[src/hdl/dltq_pkg.sv]
// dltq_pkg: sizes, codes and controller/datapath command types for the
// delta-list timer queue. No dependencies.
`timescale 1ns / 1ps
package dltq_pkg;

  localparam int QUEUE_DEPTH = 16;
  localparam int ID_BITS     = 8;
  localparam int IDX_W       = $clog2(QUEUE_DEPTH);
  localparam int CNT_W       = $clog2(QUEUE_DEPTH + 1);
  localparam int TIME_W      = 48;
  localparam int DELTA_W     = 32;
  localparam int MODE_W      = 2;
  localparam int TID_W       = 8;
  localparam int ST_W        = 2;
  localparam int OCNT_W      = 5;

  localparam logic [MODE_W-1:0] MODE_ADVANCE = 2'd0;
  localparam logic [MODE_W-1:0] MODE_ADD     = 2'd1;
  localparam logic [MODE_W-1:0] MODE_REMOVE  = 2'd2;

  localparam logic [ST_W-1:0] ST_OK     = 2'd0;
  localparam logic [ST_W-1:0] ST_QUEUED = 2'd1;
  localparam logic [ST_W-1:0] ST_ABSENT = 2'd2;
  localparam logic [ST_W-1:0] ST_FULL   = 2'd3;

  typedef enum logic [4:0] {
    DP_NOP, DP_LOAD, DP_ADV, DP_EXP_RD, DP_EXP_CHK, DP_FIND_INIT, DP_FIND_RD,
    DP_FIND_CHK, DP_SET_ST, DP_APPEND, DP_INS_INIT, DP_INS_RD, DP_INS_CHK,
    DP_INS_PUT, DP_RM_INIT, DP_RM_RD, DP_RM_CHK, DP_RM_DONE, DP_HW_RD,
    DP_HW_SET, DP_SUM
  } dp_op_e;

  typedef enum logic [4:0] {
    S_IDLE, S_ADV, S_EXP_RD, S_EXP_CHK, S_FIND_INIT, S_FIND_RD, S_FIND_CHK,
    S_INS_RD, S_INS_CHK, S_INS_PUT, S_RM_RD, S_RM_CHK, S_HW_RD, S_HW_SET, S_SUM
  } ctl_state_e;

  typedef struct packed {
    dp_op_e          op;
    logic [ST_W-1:0] st;
  } dltq_cmd_t;

  typedef struct packed {
    logic [MODE_W-1:0] in_mode;
    logic [MODE_W-1:0] mode;
    logic              to_zero;
    logic              out_free;
    logic              exp_hit;
    logic              match;
    logic              ptr_at_cnt;
    logic              full;
    logic              append;
    logic              ins_brk;
    logic [CNT_W-1:0]  count;
  } dltq_sts_t;

  // Map a logical offset from the head to a physical slot of the ring.
  function automatic logic [IDX_W-1:0] phys(input logic [IDX_W-1:0] head,
                                            input logic [CNT_W-1:0] off);
    logic [CNT_W:0] s;
    s = (CNT_W+1)'(head) + (CNT_W+1)'(off);
    if (s >= (CNT_W+1)'(QUEUE_DEPTH)) begin
      s = s - (CNT_W+1)'(QUEUE_DEPTH);
    end
    return s[IDX_W-1:0];
  endfunction

endpackage

[src/hdl/dltq_if.sv]
// dltq_if: valid/ready channels for request and result transactions.
// Depends on dltq_pkg.
`timescale 1ns / 1ps
interface dltq_in_if;
  logic                          valid;
  logic                          ready;
  logic [dltq_pkg::MODE_W-1:0]   mode;
  logic [dltq_pkg::TID_W-1:0]    thread_id;
  logic [dltq_pkg::DELTA_W-1:0]  timeout;
  logic [dltq_pkg::TIME_W-1:0]   now_time;
  modport source (output valid, mode, thread_id, timeout, now_time, input ready);
  modport sink   (input valid, mode, thread_id, timeout, now_time, output ready);
endinterface

interface dltq_out_if;
  logic                         valid;
  logic                         ready;
  logic                         is_wake;
  logic [dltq_pkg::TID_W-1:0]   woken_id;
  logic [dltq_pkg::ST_W-1:0]    status;
  logic [dltq_pkg::OCNT_W-1:0]  entry_count;
  logic [dltq_pkg::TIME_W-1:0]  next_wake_time;
  logic                         last;
  modport source (output valid, is_wake, woken_id, status, entry_count, next_wake_time,
                  last, input ready);
  modport sink   (input valid, is_wake, woken_id, status, entry_count, next_wake_time,
                  last, output ready);
endinterface

[src/hdl/delta_list_timer_queue.sv]
// delta_list_timer_queue: timer queue of sleepers kept as a delta list.
// A summary-only request goes straight to the summary; other requests walk the
// entries (expire, lookup, and insert or remove shift walk); one request is
// handled at a time.
// The entry memory (one read, one write a cycle) sets the pace.
// Reset empties the queue and zeroes the clocks; entry memory is not cleared.
`timescale 1ns / 1ps
module delta_list_timer_queue (
  input logic       clk_i,
  input logic       rst_ni,
  dltq_in_if.sink   in_i,
  dltq_out_if.source out_o
);
  import dltq_pkg::*;

  dltq_cmd_t cmd;
  dltq_sts_t sts;
  logic      in_ready;

  assign in_i.ready = in_ready;

  dltq_ctrl u_ctrl (
    .clk_i      (clk_i),
    .rst_ni     (rst_ni),
    .in_valid_i (in_i.valid),
    .in_ready_o (in_ready),
    .sts_i      (sts),
    .cmd_o      (cmd)
  );

  dltq_datapath u_dp (
    .clk_i            (clk_i),
    .rst_ni           (rst_ni),
    .cmd_i            (cmd),
    .sts_o            (sts),
    .mode_i           (in_i.mode),
    .thread_id_i      (in_i.thread_id),
    .timeout_i        (in_i.timeout),
    .now_time_i       (in_i.now_time),
    .out_ready_i      (out_o.ready),
    .out_valid_o      (out_o.valid),
    .is_wake_o        (out_o.is_wake),
    .woken_id_o       (out_o.woken_id),
    .status_o         (out_o.status),
    .entry_count_o    (out_o.entry_count),
    .next_wake_time_o (out_o.next_wake_time),
    .last_o           (out_o.last)
  );

  a_count_bound: assert property (@(posedge clk_i) disable iff (!rst_ni)
    sts.count <= CNT_W'(QUEUE_DEPTH))
    else $error("queue count beyond depth");

  a_accept_loads: assert property (@(posedge clk_i) disable iff (!rst_ni)
    (in_i.valid && in_i.ready) |-> (cmd.op == DP_LOAD))
    else $error("request transaction without load");

  a_wake_needs_room: assert property (@(posedge clk_i) disable iff (!rst_ni)
    (cmd.op == DP_EXP_CHK && sts.exp_hit) |-> sts.out_free)
    else $error("wake result issued while result register busy");

  a_sum_needs_room: assert property (@(posedge clk_i) disable iff (!rst_ni)
    (cmd.op == DP_SUM) |-> sts.out_free)
    else $error("summary issued while result register busy");

endmodule

[src/hdl/dltq_datapath.sv]
// dltq_datapath: ring-buffer entry memory, queue registers and result register.
// Depends on dltq_pkg; driven by dltq_ctrl through dltq_cmd_t.
`timescale 1ns / 1ps
module dltq_datapath (
  input  logic                          clk_i,
  input  logic                          rst_ni,
  input  dltq_pkg::dltq_cmd_t           cmd_i,
  output dltq_pkg::dltq_sts_t           sts_o,
  input  logic [dltq_pkg::MODE_W-1:0]   mode_i,
  input  logic [dltq_pkg::TID_W-1:0]    thread_id_i,
  input  logic [dltq_pkg::DELTA_W-1:0]  timeout_i,
  input  logic [dltq_pkg::TIME_W-1:0]   now_time_i,
  input  logic                          out_ready_i,
  output logic                          out_valid_o,
  output logic                          is_wake_o,
  output logic [dltq_pkg::TID_W-1:0]    woken_id_o,
  output logic [dltq_pkg::ST_W-1:0]     status_o,
  output logic [dltq_pkg::OCNT_W-1:0]   entry_count_o,
  output logic [dltq_pkg::TIME_W-1:0]   next_wake_time_o,
  output logic                          last_o
);
  import dltq_pkg::*;

  logic [ID_BITS-1:0] ids_mem [QUEUE_DEPTH];
  logic [DELTA_W-1:0] dlt_mem [QUEUE_DEPTH];

  logic [MODE_W-1:0]  mode_q;
  logic [ID_BITS-1:0] id_q;
  logic [DELTA_W-1:0] to_q;
  logic [TIME_W-1:0]  now_q;
  logic [IDX_W-1:0]   head_q, head_d;
  logic [CNT_W-1:0]   count_q, count_d;
  logic [DELTA_W-1:0] total_q, total_d;
  logic [TIME_W-1:0]  lastc_q, lastc_d;
  logic [TIME_W-1:0]  hwt_q, hwt_d;
  logic [TIME_W-1:0]  ival_q, ival_d;
  logic [CNT_W-1:0]   ptr_q, ptr_d;
  logic [DELTA_W-1:0] prefix_q, prefix_d;
  logic [DELTA_W-1:0] rdel_q, rdel_d;
  logic [ST_W-1:0]    st_q, st_d;
  logic [ID_BITS-1:0] rd_id_q;
  logic [DELTA_W-1:0] rd_dlt_q;

  logic               ov_q, ov_d;
  logic               o_wake_q, o_wake_d;
  logic [TID_W-1:0]   o_id_q, o_id_d;
  logic [ST_W-1:0]    o_st_q, o_st_d;
  logic [OCNT_W-1:0]  o_cnt_q, o_cnt_d;
  logic [TIME_W-1:0]  o_nwt_q, o_nwt_d;
  logic               o_last_q, o_last_d;

  logic [IDX_W-1:0]   rd_addr, wr_addr;
  logic               wr_id_en, wr_dlt_en;
  logic [ID_BITS-1:0] wr_id;
  logic [DELTA_W-1:0] wr_dlt;
  logic [DELTA_W-1:0] pnew;
  logic               out_free;
  logic [CNT_W-1:0]   ptr_m1, ptr_p1;

  assign out_free = !ov_q || out_ready_i;
  assign pnew     = prefix_q - rd_dlt_q;
  assign ptr_m1   = ptr_q - CNT_W'(1);
  assign ptr_p1   = ptr_q + CNT_W'(1);

  always_comb begin
    sts_o.in_mode    = mode_i;
    sts_o.mode       = mode_q;
    sts_o.to_zero    = (to_q == '0);
    sts_o.out_free   = out_free;
    sts_o.exp_hit    = (count_q != '0) && (TIME_W'(rd_dlt_q) <= ival_q);
    sts_o.match      = (rd_id_q == id_q);
    sts_o.ptr_at_cnt = (ptr_q == count_q);
    sts_o.full       = (count_q >= CNT_W'(QUEUE_DEPTH));
    sts_o.append     = (to_q >= total_q);
    sts_o.ins_brk    = (pnew <= to_q) || (ptr_q == '0);
    sts_o.count      = count_q;
  end

  always_comb begin
    head_d    = head_q;
    count_d   = count_q;
    total_d   = total_q;
    lastc_d   = lastc_q;
    hwt_d     = hwt_q;
    ival_d    = ival_q;
    ptr_d     = ptr_q;
    prefix_d  = prefix_q;
    rdel_d    = rdel_q;
    st_d      = st_q;
    rd_addr   = head_q;
    wr_addr   = head_q;
    wr_id_en  = 1'b0;
    wr_dlt_en = 1'b0;
    wr_id     = rd_id_q;
    wr_dlt    = rd_dlt_q;
    ov_d      = ov_q && !out_ready_i;
    o_wake_d  = o_wake_q;
    o_id_d    = o_id_q;
    o_st_d    = o_st_q;
    o_cnt_d   = o_cnt_q;
    o_nwt_d   = o_nwt_q;
    o_last_d  = o_last_q;
    unique case (cmd_i.op)
      DP_NOP: begin
      end
      DP_LOAD: begin
        st_d = ST_OK;
      end
      DP_ADV: begin
        ival_d  = (now_q > lastc_q) ? (now_q - lastc_q) : '0;
        lastc_d = now_q;
        if (TIME_W'(total_q) < ival_d) begin
          total_d = '0;
        end else begin
          total_d = total_q - ival_d[DELTA_W-1:0];
        end
      end
      DP_EXP_RD: begin
      end
      DP_EXP_CHK: begin
        if (sts_o.exp_hit) begin
          // retire head and report it
          ival_d   = ival_q - TIME_W'(rd_dlt_q);
          head_d   = phys(head_q, CNT_W'(1));
          count_d  = count_q - CNT_W'(1);
          ov_d     = 1'b1;
          o_wake_d = 1'b1;
          o_id_d   = TID_W'(rd_id_q);
          o_st_d   = ST_OK;
          o_cnt_d  = OCNT_W'(count_d);
          o_nwt_d  = '0;
          o_last_d = 1'b0;
        end else if (count_q != '0) begin
          wr_dlt_en = 1'b1;
          wr_dlt    = rd_dlt_q - ival_q[DELTA_W-1:0];
        end
      end
      DP_FIND_INIT: begin
        ptr_d = '0;
      end
      DP_FIND_RD: begin
        rd_addr = phys(head_q, ptr_q);
      end
      DP_FIND_CHK: begin
        // hold the read on the matched slot for the remove walk
        rd_addr = phys(head_q, ptr_q);
        ptr_d   = ptr_p1;
      end
      DP_SET_ST: begin
        st_d = cmd_i.st;
      end
      DP_APPEND: begin
        wr_addr   = phys(head_q, count_q);
        wr_id_en  = 1'b1;
        wr_dlt_en = 1'b1;
        wr_id     = id_q;
        wr_dlt    = to_q - total_q;
        count_d   = count_q + CNT_W'(1);
        total_d   = to_q;
      end
      DP_INS_INIT: begin
        prefix_d = total_q;
        ptr_d    = count_q;
      end
      DP_INS_RD: begin
        rd_addr = phys(head_q, ptr_m1);
        ptr_d   = ptr_m1;
      end
      DP_INS_CHK: begin
        // move entry up one slot; trim it by the new entry's wait on the last step
        prefix_d  = pnew;
        wr_addr   = phys(head_q, ptr_p1);
        wr_id_en  = 1'b1;
        wr_dlt_en = 1'b1;
        if (sts_o.ins_brk) begin
          wr_dlt = rd_dlt_q - (to_q - pnew);
        end
      end
      DP_INS_PUT: begin
        wr_addr   = phys(head_q, ptr_q);
        wr_id_en  = 1'b1;
        wr_dlt_en = 1'b1;
        wr_id     = id_q;
        wr_dlt    = to_q - prefix_q;
        count_d   = count_q + CNT_W'(1);
      end
      DP_RM_INIT: begin
        rdel_d = rd_dlt_q;
        if (ptr_q == count_q) begin
          total_d = total_q - rd_dlt_q;
        end
      end
      DP_RM_RD: begin
        rd_addr = phys(head_q, ptr_q);
      end
      DP_RM_CHK: begin
        // shift down; the successor absorbs the removed wait
        wr_addr   = phys(head_q, ptr_m1);
        wr_id_en  = 1'b1;
        wr_dlt_en = 1'b1;
        wr_dlt    = rd_dlt_q + rdel_q;
        rdel_d    = '0;
        ptr_d     = ptr_p1;
      end
      DP_RM_DONE: begin
        count_d = count_q - CNT_W'(1);
      end
      DP_HW_RD: begin
      end
      DP_HW_SET: begin
        hwt_d = (count_q != '0) ? (lastc_q + TIME_W'(rd_dlt_q)) : '0;
      end
      DP_SUM: begin
        ov_d     = 1'b1;
        o_wake_d = 1'b0;
        o_id_d   = '0;
        o_st_d   = st_q;
        o_cnt_d  = OCNT_W'(count_q);
        o_nwt_d  = hwt_q;
        o_last_d = 1'b1;
      end
      default: begin
      end
    endcase
  end

  always_ff @(posedge clk_i) begin
    rd_id_q  <= ids_mem[rd_addr];
    rd_dlt_q <= dlt_mem[rd_addr];
    if (wr_id_en) begin
      ids_mem[wr_addr] <= wr_id;
    end
    if (wr_dlt_en) begin
      dlt_mem[wr_addr] <= wr_dlt;
    end
  end

  always_ff @(posedge clk_i) begin
    if (cmd_i.op == DP_LOAD) begin
      mode_q <= mode_i;
      id_q   <= thread_id_i[ID_BITS-1:0];
      to_q   <= timeout_i;
      now_q  <= now_time_i;
    end
    ival_q   <= ival_d;
    ptr_q    <= ptr_d;
    prefix_q <= prefix_d;
    rdel_q   <= rdel_d;
    st_q     <= st_d;
    o_wake_q <= o_wake_d;
    o_id_q   <= o_id_d;
    o_st_q   <= o_st_d;
    o_cnt_q  <= o_cnt_d;
    o_nwt_q  <= o_nwt_d;
    o_last_q <= o_last_d;
  end

  always_ff @(posedge clk_i or negedge rst_ni) begin
    if (!rst_ni) begin
      head_q  <= '0;
      count_q <= '0;
      total_q <= '0;
      lastc_q <= '0;
      hwt_q   <= '0;
      ov_q    <= 1'b0;
    end else begin
      head_q  <= head_d;
      count_q <= count_d;
      total_q <= total_d;
      lastc_q <= lastc_d;
      hwt_q   <= hwt_d;
      ov_q    <= ov_d;
    end
  end

  assign out_valid_o      = ov_q;
  assign is_wake_o        = o_wake_q;
  assign woken_id_o       = o_id_q;
  assign status_o         = o_st_q;
  assign entry_count_o    = o_cnt_q;
  assign next_wake_time_o = o_nwt_q;
  assign last_o           = o_last_q;

endmodule

[src/hdl/dltq_ctrl.sv]
// dltq_ctrl: sequencer for expire, lookup, insert walk and remove walk.
// Depends on dltq_pkg; commands dltq_datapath.
`timescale 1ns / 1ps
module dltq_ctrl (
  input  logic                 clk_i,
  input  logic                 rst_ni,
  input  logic                 in_valid_i,
  output logic                 in_ready_o,
  input  dltq_pkg::dltq_sts_t  sts_i,
  output dltq_pkg::dltq_cmd_t  cmd_o
);
  import dltq_pkg::*;

  ctl_state_e state_q, state_d;

  always_ff @(posedge clk_i or negedge rst_ni) begin
    if (!rst_ni) begin
      state_q <= S_IDLE;
    end else begin
      state_q <= state_d;
    end
  end

  always_comb begin
    state_d    = state_q;
    in_ready_o = 1'b0;
    cmd_o.op   = DP_NOP;
    cmd_o.st   = ST_OK;
    unique case (state_q)
      S_IDLE: begin
        in_ready_o = 1'b1;
        if (in_valid_i) begin
          cmd_o.op = DP_LOAD;
          priority if (sts_i.in_mode == MODE_ADVANCE || sts_i.in_mode == MODE_ADD) begin
            state_d = S_ADV;
          end else if (sts_i.in_mode == MODE_REMOVE) begin
            state_d = S_FIND_INIT;
          end else begin
            state_d = S_SUM;
          end
        end
      end
      S_ADV: begin
        cmd_o.op = DP_ADV;
        state_d  = S_EXP_CHK;
      end
      S_EXP_RD: begin
        cmd_o.op = DP_EXP_RD;
        state_d  = S_EXP_CHK;
      end
      S_EXP_CHK: begin
        priority if (sts_i.exp_hit) begin
          // hold until the result register frees up
          if (sts_i.out_free) begin
            cmd_o.op = DP_EXP_CHK;
            state_d  = S_EXP_RD;
          end
        end else begin
          cmd_o.op = DP_EXP_CHK;
          state_d  = (sts_i.mode == MODE_ADD && !sts_i.to_zero) ? S_FIND_INIT : S_HW_RD;
        end
      end
      S_FIND_INIT: begin
        cmd_o.op = DP_FIND_INIT;
        state_d  = S_FIND_RD;
      end
      S_FIND_RD: begin
        priority if (!sts_i.ptr_at_cnt) begin
          cmd_o.op = DP_FIND_RD;
          state_d  = S_FIND_CHK;
        end else if (sts_i.mode == MODE_REMOVE) begin
          cmd_o.op = DP_SET_ST;
          cmd_o.st = ST_ABSENT;
          state_d  = S_HW_RD;
        end else if (sts_i.full) begin
          cmd_o.op = DP_SET_ST;
          cmd_o.st = ST_FULL;
          state_d  = S_HW_RD;
        end else if (sts_i.append) begin
          cmd_o.op = DP_APPEND;
          state_d  = S_HW_RD;
        end else begin
          cmd_o.op = DP_INS_INIT;
          state_d  = S_INS_RD;
        end
      end
      S_FIND_CHK: begin
        priority if (!sts_i.match) begin
          cmd_o.op = DP_FIND_CHK;
          state_d  = S_FIND_RD;
        end else if (sts_i.mode == MODE_REMOVE) begin
          cmd_o.op = DP_FIND_CHK;
          state_d  = S_RM_CHK;
        end else begin
          cmd_o.op = DP_SET_ST;
          cmd_o.st = ST_QUEUED;
          state_d  = S_HW_RD;
        end
      end
      S_RM_CHK: begin
        // entered once per remove; latches the removed entry's wait
        cmd_o.op = DP_RM_INIT;
        state_d  = S_RM_RD;
      end
      S_RM_RD: begin
        if (sts_i.ptr_at_cnt) begin
          cmd_o.op = DP_RM_DONE;
          state_d  = S_HW_RD;
        end else begin
          cmd_o.op = DP_RM_RD;
          state_d  = S_INS_PUT;
        end
      end
      S_INS_PUT: begin
        // shared slot: shift step of the remove walk
        if (sts_i.mode == MODE_REMOVE) begin
          cmd_o.op = DP_RM_CHK;
          state_d  = S_RM_RD;
        end else begin
          cmd_o.op = DP_INS_PUT;
          state_d  = S_HW_RD;
        end
      end
      S_INS_RD: begin
        cmd_o.op = DP_INS_RD;
        state_d  = S_INS_CHK;
      end
      S_INS_CHK: begin
        cmd_o.op = DP_INS_CHK;
        state_d  = sts_i.ins_brk ? S_INS_PUT : S_INS_RD;
      end
      S_HW_RD: begin
        cmd_o.op = DP_HW_RD;
        state_d  = S_HW_SET;
      end
      S_HW_SET: begin
        cmd_o.op = DP_HW_SET;
        state_d  = S_SUM;
      end
      S_SUM: begin
        if (sts_i.out_free) begin
          cmd_o.op = DP_SUM;
          state_d  = S_IDLE;
        end
      end
      default: begin
        state_d = S_IDLE;
      end
    endcase
  end

endmodule

[src/flat_wrapper.sv]
// flat-port wrapper written by rule: the top's interface ports become plain ports
module delta_list_timer_queue_flat import dltq_pkg::*;
  (clk_i, rst_ni, in_i_valid, in_i_mode, in_i_thread_id, in_i_timeout, in_i_now_time, in_i_ready, out_o_valid, out_o_is_wake, out_o_woken_id, out_o_status, out_o_entry_count, out_o_next_wake_time, out_o_last, out_o_ready);
  dltq_in_if in_i_i ();
  dltq_out_if out_o_i ();
  input logic clk_i;
  input logic rst_ni;
  input wire logic [$bits(in_i_i.valid)-1:0] in_i_valid;
  input wire logic [$bits(in_i_i.mode)-1:0] in_i_mode;
  input wire logic [$bits(in_i_i.thread_id)-1:0] in_i_thread_id;
  input wire logic [$bits(in_i_i.timeout)-1:0] in_i_timeout;
  input wire logic [$bits(in_i_i.now_time)-1:0] in_i_now_time;
  output wire logic [$bits(in_i_i.ready)-1:0] in_i_ready;
  output wire logic [$bits(out_o_i.valid)-1:0] out_o_valid;
  output wire logic [$bits(out_o_i.is_wake)-1:0] out_o_is_wake;
  output wire logic [$bits(out_o_i.woken_id)-1:0] out_o_woken_id;
  output wire logic [$bits(out_o_i.status)-1:0] out_o_status;
  output wire logic [$bits(out_o_i.entry_count)-1:0] out_o_entry_count;
  output wire logic [$bits(out_o_i.next_wake_time)-1:0] out_o_next_wake_time;
  output wire logic [$bits(out_o_i.last)-1:0] out_o_last;
  input wire logic [$bits(out_o_i.ready)-1:0] out_o_ready;
  assign in_i_i.valid = in_i_valid;
  assign in_i_i.mode = in_i_mode;
  assign in_i_i.thread_id = in_i_thread_id;
  assign in_i_i.timeout = in_i_timeout;
  assign in_i_i.now_time = in_i_now_time;
  assign in_i_ready = in_i_i.ready;
  assign out_o_valid = out_o_i.valid;
  assign out_o_is_wake = out_o_i.is_wake;
  assign out_o_woken_id = out_o_i.woken_id;
  assign out_o_status = out_o_i.status;
  assign out_o_entry_count = out_o_i.entry_count;
  assign out_o_next_wake_time = out_o_i.next_wake_time;
  assign out_o_last = out_o_i.last;
  assign out_o_i.ready = out_o_ready;
  delta_list_timer_queue u_core (.clk_i(clk_i), .rst_ni(rst_ni), .in_i(in_i_i), .out_o(out_o_i));
endmodule
[config.mk]
export PLATFORM = sky130hd
export DESIGN_NAME = delta_list_timer_queue_flat
export DESIGN_NICKNAME = d
export VERILOG_FILES = /design/src/hdl/dltq_pkg.sv /design/src/hdl/dltq_if.sv /design/src/hdl/delta_list_timer_queue.sv /design/src/hdl/dltq_datapath.sv /design/src/hdl/dltq_ctrl.sv /design/src/flat_wrapper.sv
export SDC_FILE = /design/constraint.sdc
export NUM_CORES = 2
export LEC_CHECK = 0
export ABC_AREA = 0
export BUFFER_PORTS_ARGS = -buffer_cell sky130_fd_sc_hd__buf_2
export CAP_MARGIN = 10
export CORE_AREA = 2 2 313 469
export DETAILED_ROUTE_END_ITERATION = 8
export DIE_AREA = 0 0 315 471
export HOLD_SLACK_MARGIN = 0.12
export PLACE_DENSITY_LB_ADDON = 0.1
export SLEW_MARGIN = 20
export SYNTH_ARGS = -nofsm -noshare
export SYNTH_HDL_FRONTEND = slang
export SYNTH_HIERARCHICAL = 1
export SYNTH_SLANG_ARGS = --single-unit
[constraint.sdc]
create_clock -name clk_i -period 8.75 [get_ports clk_i]
set_clock_uncertainty 0.15 [all_clocks]
set_input_delay 1.75 -clock clk_i [delete_from_list [all_inputs] [get_ports clk_i]]
set_output_delay 1.75 -clock clk_i [all_outputs]
set_load 0.1 [all_outputs]
==> flow_metrics.py <==
metrics = {
    "status": {
        "status": "completed",
    },
    "critical_path": {
        "arrival_ps": 8640,
        "cp-end-kind": "flip-flop",
        "critical_path_required_ps": 9210,
        "critPathMaxFanout": 30,
        "crit_type": "reg -> reg",
        "start_kind": "flip-flop",
    },
    "grt": {
        "grt_pass1_vias": 48900,
        "grt_max_degree": 73,
        "grt_pass1_wl_mm": 315,
        "overflow": 0,
        "track_usage_pct": 28.9,
        "antenna_found_initial": 8,
    },
    "cts": {
        "cts.clk_slew.worst_paths_ps": 60,
        "hold_buffers": 0,
        "post-cts-setup-buffer-count": 0,
        "clkSinkCount": 1096,
        "cts-root-buf": "clkbuf_16",
        "cts_buffers": 110,
        "cts_buffer_depth": 3,
        "cts_tree": "built",
        "htreeDepth": 3,
        "worstSkewPairLatency_ps": 760,
    },
    "timing": {
        "slew_headroom_pct": 15.9,
        "finalCriticalPeriod_ps": 8180,
        "max_freq_mhz": 122,
        "tightest_slew_ps": 1250,
        "min_period_over_period_pct": 93.5,
        "setup_tns_ps": 0,
        "setup_viol": 0,
        "rsz0062_at_grt": "false",
        "hold_viol_final": 0,
        "slew_viol_final": 0,
    },
    "synth": {
        "seq_area_frac_synth_pct": 49.3,
        "synthTopCellsByArea": "edfxtp_1, ha_1, mux4_2",
        "netlist_instances": 5688,
        "synth_top_area_share_pct": 42.5,
        "ys_ff_latch": 1096,
        "syn_area_um2": 64500,
        "synth.most_common_cell": "edfxtp_1",
        "syn_avg_cell_area_um2": 11.3,
        "synth-edff-count": 914,
        "yosysWarnings": 6,
        "async_reset_ff_share_pct": 13.0,
        "synth_cell_types": 98,
        "synth_top_cell_by_area": "edfxtp_1",
        "yosys_most_used_dff": "edfxtp_1",
        "yosys-top-cells-count": "edfxtp_1, nand2_1, ha_1",
        "synth_fp_nets": 6236,
    },
    "layout": {
        "syn2layout_area_growth_pct": 13.3,
        "seq_area_um2": 31800,
        "nets": 6516,
        "num-fill-cells": 12900,
        "finish.utilization_pct": 50.6,
        "multiInputGateArea_um2": 30600,
        "drive_gt1_share_pct": 14.6,
    },
    "floorplanning": {
        "initial_core_util_pct": 44.7,
        "die_x_um": 315,
        "dieArea_um2": 148000,
        "die_height_um": 471,
        "core_um2": 144000,
        "ios": 161,
        "num_rows": 171,
    },
    "routing": {
        "drt-total-wl_mm": 215,
        "postRouteAntennaNets": 0,
        "viasPerCell": 5.95,
        "routed-via-count": 47400,
        "drc_errors": 0,
        "firstDrtPassIters": 6,
        "drt_iter0_markers": 3448,
        "post_drt_wl_per_cell_um": 26.9,
    },
    "place": {
        "dp_hpwl_mm": 165,
        "gp_congestion": 1.01,
        "port-buffer-count": 160,
    },
    "flow_run": {
        "maxCapViolations": 0,
    },
    "hold_path": {
        "worstHoldPathType": "reg -> reg",
    },
}
-- registers in the layout, indices dropped and copies added, names as in the netlist, 48 cells and up --
signal	flops
u_core/u_dp/now_q	48
u_core/u_dp/hwt_q	48
u_core/u_dp/lastc_q	48
u_core/u_dp/next_wake_time_o	48
u_core/u_dp/ival_q	48
u_core/u_dp/dlt_mem	512
u_core/u_dp/ids_mem	128
-- worst paths after layout --
path                                          from                        to  slack (ps)  depth (start not counted)
max reg2reg                u_core/u_dp/lastc_q[32]   u_core/u_dp/total_q[22]         570                         27
max in group asynchronous                   rst_ni   u_core/u_dp/lastc_q[29]        6410                          2
min in group asynchronous                   rst_ni  u_core/u_ctrl/state_q[1]         820                          1
min                          u_core/u_dp/hwt_q[12]     u_core/u_dp/hwt_q[12]         310                          2
min reg2reg                  u_core/u_dp/hwt_q[12]     u_core/u_dp/hwt_q[12]         310                          2
max                        u_core/u_dp/lastc_q[32]   u_core/u_dp/total_q[22]         570                         27
-- placed cells by master, fill, tap and decap left out, drive strengths merged, types with 15 or more instances in the layout --
| cell type | Yosys | routed |
|---|---|---|
| a31oi | 76 | 76 |
| o21bai | 41 | 41 |
| a221oi | 42 | 42 |
| o31ai | 33 | 33 |
| buf | 43 | 401 |
| nor2b | 63 | 63 |
| o21a | 63 | 63 |
| clkinv | 0 | 41 |
| xnor2 | 237 | 237 |
| mux2 | 62 | 62 |
| clkbuf | 190 | 151 |
| o22ai | 52 | 52 |
| a21o | 187 | 187 |
| dfrtp | 142 | 142 |
| nand4 | 59 | 59 |
| o221ai | 20 | 20 |
| mux4 | 160 | 160 |
| dfxtp | 40 | 40 |
| inv | 378 | 378 |
| a21oi | 365 | 365 |
| a22oi | 15 | 15 |
| edfxtp | 914 | 914 |
| and3 | 36 | 36 |
| nor3 | 65 | 65 |
| o31a | 15 | 15 |
| nand2 | 475 | 475 |
| nor2 | 305 | 305 |
| xor2 | 149 | 149 |
| nor4 | 31 | 31 |
| nand3 | 94 | 94 |
| o211ai | 32 | 32 |
| and2 | 108 | 108 |
| nand2b | 54 | 54 |
| fa | 44 | 44 |
| mux2i | 19 | 19 |
| ha | 410 | 410 |
| or3 | 25 | 25 |
| a211oi | 79 | 79 |
| o21ai | 340 | 340 |
-- through the flow --
step,setup WS (ps),hold slack [ps],instance area (µm²),instances
after floorplan,904,290,64500,5688
after global placement,622,302,69400,7759
after detailed placement,441,310,69400,7759
after CTS,415,322,73100,7968
after global routing,25.4,337,73100,7969
final,572,314,73100,7969
-- critical path, stage by stage, from the launching register on --
cell       delay (ps)
dfrtp_1           440
inv_1             100
ha_1              560
nand4_1           180
or4_1             730
o31ai_2           470
nor3_1            170
o21bai_1          310
a2111oi_2         110
buf_4             210
nor3_4            340
buf_4             230
buf_4             330
nand2b_1          130
ha_1              340
and2_1            200
a211oi_1          430
a21oi_1           120
a211oi_1          230
o21ai_0           290
a31oi_1           470
o21ai_0           170
o2111a_1          150
nor2b_1           130
a31o_2            400
nand2_1           130
buf_4             300
o22ai_1           140
-- cell families (layout without fill, tap and decap cells) --
group / after synthesis / after routing / share of synthesized area, %
compound gates: 1516 / 1516 / 15.2
simple gates: 1384 / 1384 / 10.3
flops: 1096 / 1096 / 49.3
buf+inv: 611 / 988 / 3.69
fa+ha+maj: 454 / 454 / 9.32
xor+xnor: 386 / 386 / 5.25
mux: 241 / 241 / 6.96
other cells: 0 / 1 / 0
-- metal layers --
layer	global-route usage, %	wire length, µm	vias up	share of wire, %
met3	2.68	8880	468	4.1
met5	0	27	-	0.013
li1	-	-	21900	-
met1	32.3	79300	23700	37
met4	19.9	16800	4	7.8
met2	51.4	110000	1413	51
-- area by class of cell --
cell class                      instances  share of cell area [%]
Clock buffer                          151                    4.20
Multi-Input combinational cell       3981                    41.9
Tap cell                             1903                    3.26
Antenna cell                            1                 0.00342
Sequential cell                      1096                    43.5
Timing Repair Buffer                  401                    4.32
Clock inverter                         58                   0.868
Inverter                              378                    1.94
-- timing repair --
item,4_1_cts,5_1_grt
gates resized for setup,0,2
hold endpoints to repair,0,0
endpoints found under the setup margin,0,152
Power is not shown: default switching activity piles up to over one toggle a cycle in this logic, so the estimate is an artifact.
